File: config.mk
export PLATFORM = sky130hd
export DESIGN_NAME = lrk4dw_mul
export DESIGN_NICKNAME = d
export VERILOG_FILES = /design/src/sv/lrk4dw_pkg.sv /design/src/sv/lrk4dw_mul.sv
export SDC_FILE = /design/constraint.sdc
export NUM_CORES = 2
export LEC_CHECK = 0
export ABC_AREA = 1
export ABC_CLOCK_PERIOD_IN_PS = 11800
export BUFFER_PORTS_ARGS = -buffer_cell sky130_fd_sc_hd__buf_4
export CORE_UTILIZATION = 40
export DETAILED_ROUTE_END_ITERATION = 8
export PLACE_DENSITY = 0.51
export SLEW_MARGIN = 20
export SYNTH_ARGS = -nofsm -noshare
export SYNTH_HDL_FRONTEND = slang
export SYNTH_SLANG_ARGS = --single-unit
export TNS_END_PERCENT = 50
File: constraint.sdc
create_clock -name clk -period 11.8 [get_ports clk]
set_input_delay 2.95 -clock clk [delete_from_list [all_inputs] [get_ports clk]]
set_output_delay 2.95 -clock clk [all_outputs]
set_load 0.05 [all_outputs]
File: src/sv/lrk4dw_pkg.sv
// shared types, constants and helpers for the rk4 langevin double-well step block
// no dependencies
`default_nettype none

package lrk4dw_pkg;

	localparam int HIST_BINS = 1024;
	localparam int HIST_AW   = $clog2(HIST_BINS);

	localparam int PADDR_W = 6;
	localparam int PDATA_W = 64;

	localparam logic [1:0] MODE_STEP    = 2'd0;
	localparam logic [1:0] MODE_READ    = 2'd1;
	localparam logic [1:0] MODE_RESTART = 2'd2;

	localparam logic [2:0] REG_POTENTIAL = 3'd0;
	localparam logic [2:0] REG_INERTIA   = 3'd1;
	localparam logic [2:0] REG_FRICTION  = 3'd2;
	localparam logic [2:0] REG_STEP      = 3'd3;
	localparam logic [2:0] REG_START     = 3'd4;
	localparam logic [2:0] REG_LEFT      = 3'd5;
	localparam logic [2:0] REG_INV_WIDTH = 3'd6;
	localparam logic [2:0] REG_INTERVAL  = 3'd7;

	localparam logic signed [52:0] ONE_Q = 53'sd4294967296;
	localparam logic signed [52:0] MAX53 = 53'sd140737488355327;
	localparam logic signed [52:0] MIN53 = -53'sd140737488355328;
	localparam logic [7:0] DIV6_RECIP = 8'd43;

	typedef struct packed {
		logic [1:0]         mode;
		logic signed [47:0] noise;
		logic               warmup;
		logic [9:0]         bin_index;
	} in_t;

	typedef struct packed {
		logic signed [47:0] position;
		logic signed [47:0] velocity;
		logic               sample_valid;
		logic [31:0]        step_number;
		logic [31:0]        bin_count;
		logic               out_of_range;
	} out_t;

	typedef struct packed {
		logic               start;
		logic signed [51:0] a;
		logic signed [51:0] b;
	} mul_req_t;

	typedef struct packed {
		logic               done;
		logic signed [47:0] res;
	} mul_rsp_t;

	function automatic logic signed [52:0] ext53(input logic signed [47:0] v);
		return {{5{v[47]}}, v};
	endfunction

	function automatic logic signed [51:0] ext52(input logic signed [47:0] v);
		return {{4{v[47]}}, v};
	endfunction

	function automatic logic signed [47:0] sat48(input logic signed [52:0] v);
		if (v > MAX53) begin
			return 48'sh7FFF_FFFF_FFFF;
		end else if (v < MIN53) begin
			return 48'sh8000_0000_0000;
		end
		return v[47:0];
	endfunction

	function automatic logic signed [47:0] add_sat(input logic signed [47:0] a,
		input logic signed [47:0] b);
		return sat48(ext53(a) + ext53(b));
	endfunction

	function automatic logic signed [47:0] sub_sat(input logic signed [47:0] a,
		input logic signed [47:0] b);
		return sat48(ext53(a) - ext53(b));
	endfunction

	// one radix-16 digit of a divide by six: {quotient digit, remainder}
	function automatic logic [6:0] div6_digit(input logic [6:0] n);
		logic [14:0] p;
		logic [3:0]  qd;
		logic [6:0]  rm;
		p  = 15'(n) * 15'(DIV6_RECIP);
		qd = p[11:8];
		rm = n - 7'(qd) * 7'd6;
		return {qd, rm[2:0]};
	endfunction

endpackage

`default_nettype wire

File: src/sv/lrk4dw_mul.sv
// shared q16.32 multiplier: four 32x32 partial products in sequence,
// magnitude truncation and 48-bit saturation; depends on lrk4dw_pkg
`default_nettype none

module lrk4dw_mul (
	input  wire                   clk,
	input  wire                   arst_n,
	input  lrk4dw_pkg::mul_req_t  req,
	output lrk4dw_pkg::mul_rsp_t  rsp
);

	logic [51:0]        ma_q, mb_q;
	logic               neg_q;
	logic [2:0]         ph_q;
	logic               run_q;
	logic [55:0]        acc_q;
	logic               big_q;
	logic               done_q;
	logic signed [47:0] res_q;

	logic [31:0] op_x, op_y;
	logic [63:0] prod;
	logic [51:0] amag, bmag;
	logic [47:0] rmag;

	assign amag = req.a[51] ? 52'(-req.a) : 52'(req.a);
	assign bmag = req.b[51] ? 52'(-req.b) : 52'(req.b);

	always_comb begin
		case (ph_q)
			3'd0:    begin op_x = ma_q[31:0];          op_y = mb_q[31:0];          end
			3'd1:    begin op_x = {12'b0, ma_q[51:32]}; op_y = mb_q[31:0];          end
			3'd2:    begin op_x = ma_q[31:0];          op_y = {12'b0, mb_q[51:32]}; end
			default: begin op_x = {12'b0, ma_q[51:32]}; op_y = {12'b0, mb_q[51:32]}; end
		endcase
	end

	assign prod = op_x * op_y;

	always_comb begin
		if (big_q || acc_q > 56'h80_0000_0000_00) begin
			rmag = 48'h8000_0000_0000;
		end else begin
			rmag = acc_q[47:0];
		end
	end

	always_ff @(posedge clk or negedge arst_n) begin
		if (!arst_n) begin
			ma_q   <= '0;
			mb_q   <= '0;
			neg_q  <= 1'b0;
			ph_q   <= '0;
			run_q  <= 1'b0;
			acc_q  <= '0;
			big_q  <= 1'b0;
			done_q <= 1'b0;
			res_q  <= '0;
		end else begin
			done_q <= !req.start && run_q && (ph_q == 3'd4);
			if (req.start) begin
				ma_q  <= amag;
				mb_q  <= bmag;
				neg_q <= req.a[51] ^ req.b[51];
				ph_q  <= '0;
				run_q <= 1'b1;
			end else if (run_q) begin
				ph_q <= ph_q + 3'd1;
				case (ph_q)
					3'd0: acc_q <= {24'b0, prod[63:32]};
					3'd1, 3'd2: acc_q <= acc_q + prod[55:0];
					3'd3: begin
						big_q <= (prod[63:15] != '0);
						acc_q <= acc_q + {prod[23:0], 32'b0};
					end
					default: begin
						run_q <= 1'b0;
						if (neg_q) begin
							res_q <= -$signed(rmag);
						end else if (rmag == 48'h8000_0000_0000) begin
							res_q <= 48'sh7FFF_FFFF_FFFF;
						end else begin
							res_q <= $signed(rmag);
						end
					end
				endcase
			end
		end
	end

	assign rsp.done = done_q;
	assign rsp.res  = res_q;

endmodule

`default_nettype wire

==> impl_metrics.csv <==
group,metric,value,unit
outcome,status,"finished, final reports clean",
global_routing,grt_max_degree,129,
worst_setup_path,reg2reg_depth,46,
synth,async_flop_share,1.00,
job,timing.max_cap.violations,0,
synth,synth_edf_count,0,
worst_setup_path,cp_slowest_cell,"clkinv_1",
worst_setup_path,critPathKind,"reg -> reg",
timing,setup_viol,0,
layout,fin_nets,8847,
worst_setup_path,critical_path.reg2reg.endpoint,"acc_q[55]$_DFFE_PN0P_",
global_routing,track_usage,0.323,
drt,routed.top_layer,"met5",
timing,relSlewSlack,0.266,
worst_setup_path,r2r_slack,0.34,ns
drt,drt-met1-wl,96100,µm
drt,vias_per_cell,5.21,
worst_setup_path,crit_buf_inv,12,
drt,vias,48250,
drt,firstDrtPassIters,7,
synth,ys_seq_area_frac,0.102,
drt,ant_nets,0,
worst_setup_path,cp-start-kind,"register",
clock_tree,clk_latency,0.61,ns
timing,fmax,87.3,MHz
clock_tree,cts.sinks,215,
timing,tightest_slew,1.09,ns
layout,fillers,14007,
drt,wl_met2,98200,µm
floorplan,boundaryPins,156,
worst_setup_path,cp_top_family,"adder cells",
placement,place_hpwl,184000,µm
timing,post-route-period-util,0.971,
floorplan,rows,133,
clock_tree,cts_setup_buffers,0,
layout,area_delta_synth_final,9.48,%
worst_setup_path,cp.arrival,11.99,ns
timing,hold_viol_final,0,
synth,syn_area,53000,µm²
synth,synth_cells,7345,
drt,detail_route.wl_per_cell,23.4,µm
clock_tree,cts-root-buf,"clkbuf_16",
worst_setup_path,max_stage_delay,0.64,ns
clock_tree,clk_pin_slew,0.06,ns
timing,rsz0062_at_grt,"yes",
clock_tree,postCtsHoldBufs,0,
layout,fin_util,0.441,
clock_tree,clockBufferDepth,3,
global_routing,grt_first_pass_wirelength,321000,µm
synth,syn_avg_cell_area,7.21,µm²
timing,finalSetupTns,0,ns
clock_tree,cts_tree,"yes",
drt,remaining_drc_errors,0,
global_routing,grt-ovfl-total,0,
synth,yosys_warnings,0,
drt,wl_met3,14700,µm
placement,place_congestion,0.998,
placement,port_buffers,155,
layout,drive_gt1_frac,0.0756,
synth,syn-num-nets,8701,
timing,slew_violations,0,
worst_setup_path,cp_num_cells,46,
worst_setup_path,worstSetupStartpoint,"ph_q[0]$_DFFE_PN0P_",
floorplan,core,131000,µm²
global_routing,grt_pass1_vias,48632,
worst_setup_path,cp_max_fo,12,
worst_setup_path,r2r-start,"ph_q[0]$_DFFE_PN0P_",
floorplan,die_x,366,µm
worst_setup_path,crit_end,"acc_q[55]$_DFFE_PN0P_",
clock_tree,h-tree-depth,1,
timing,fin_skew,0.0285,ns
synth,synth.area.top_cells,"fa_1, nand2_1, inv_1",
floorplan,die_h,366,µm
drt,drt_wl_total,216000,µm
synth,synth_top_area_cell,"fa_1",
floorplan,initial_utilization,0.403,
worst_setup_path,crit_top_cell,"nand2_1",
timing,whs,0.483,ns
clock_tree,cts_resized,0,
drt,first_iter_violations,4020,
synth,ys_seq_elements,215,
clock_tree,numCtsBuffers,25,
floorplan,dieArea,134000,µm²
synth,netlist.area_leader.share,0.339,
min_path,hp-class,"reg -> reg",
synth,netlist-cell-type-count,63,
worst_setup_path,required,12.33,ns
global_routing,antenna_found_initial,7,
synth,synth-main-ff-cell,"dfrtp_1",
timing,period_minus_slack,11.46,ns
worst_setup_path,end_kind,"register",
[cell usage in the layout (no fill, tap or decap), types with 26 or more instances in the layout]
cell and instances:
inv_1 1551, o21ai_0 273, nor2_1 902, nor3_1 56, fa_1 898, dfrtp_1 215, nand3_1 203, xnor2_1 46
or2_2 71, nand4_1 37, a21oi_1 206, a31oi_1 31, buf_4 359, nand2_1 1824, xor2_1 106, ha_1 351
o31ai_1 26
[stage by stage]
stage	setup slack, ns	instance area (µm²)	cells
floorplan	2.80	53000	7345
global placement	0.348	57000	9219
detailed placement	0.354	57000	9219
CTS	0.318	58000	9264
global route	-0.00945	58000	9264
finish	0.342	58000	9266
[area by class of cell]
class | instances | area (µm²) | area share
diodes | 2 | 5.00 | 0.0000863
inverters | 1591 | 5980 | 0.103
repair buffers | 363 | 2770 | 0.0478
clock buffers | 28 | 657 | 0.0113
multi-input cells | 5295 | 40700 | 0.702
flip-flops and latches | 215 | 5380 | 0.0928
well taps | 1755 | 2200 | 0.0379
clock inverters | 17 | 315 | 0.00544
[worst min path at each step]
stage	start	end	slack, ns	cells past startpoint
floorplan	mb_q[49]$_DFFE_PN0P_	mb_q[49]$_DFFE_PN0P_	0.44	2
global placement	mb_q[14]$_DFFE_PN0P_	mb_q[14]$_DFFE_PN0P_	0.46	2
detailed placement	mb_q[14]$_DFFE_PN0P_	mb_q[14]$_DFFE_PN0P_	0.47	2
CTS	mb_q[14]$_DFFE_PN0P_	mb_q[14]$_DFFE_PN0P_	0.48	2
global route	ma_q[19]$_DFFE_PN0P_	ma_q[19]$_DFFE_PN0P_	0.50	2
finish	res_q[24]$_DFFE_PN0P_	res_q[24]$_DFFE_PN0P_	0.48	2
[registers in the layout, indices dropped and copies added, names as in the netlist]
name    cells
ph_q        3
ma_q       52
res_q      48
run_q       1
done_q      1
big_q       1
acc_q      56
mb_q       52
neg_q       1
[Yosys cell counts (20+ instances only)]
library cell and number:
a21oi_1 206, a31oi_1 31, clkbuf_1 204, clkinv_1 25, dfrtp_1 215, fa_1 898
ha_1 351, inv_1 1552, nand2_1 1826, nand3_1 203, nand4_1 37, nor2_1 908
nor3_1 56, o21a_1 20, o21ai_0 290, o21ai_1 29, o31ai_1 26, or2_2 71
xnor2_1 46, xor2_1 106
[worst register-to-register path, delay by kind of cell (launching register included)]
family          cells  cell delay (ns)
compound gates      1             0.41
fa+ha+maj          11             5.20
buf+inv            12             2.12
flops               1             0.41
simple gates       22             3.31
[metal layers]
layer	GRT usage	vias up
met5	0	-
li1	-	22239
met3	0.0394	306
met2	0.519	1678
met4	0.0925	4
met1	0.457	24023
[kinds of logic (layout without fill, tap and decap cells)]
group	after synthesis	in the layout	share of synthesized area
AND/OR/NAND/NOR	3186	3186	0.243
buffers and inverters	1835	1999	0.132
adder cells (fa/ha/maj)	1249	1249	0.422
AO/OA/AOI/OAI	708	708	0.0759
flip-flops	215	215	0.102
XOR/XNOR	152	152	0.0251
other	0	2	0
Power is not shown: default switching activity piles up to over one toggle a cycle in this logic, so the estimate is an artifact.
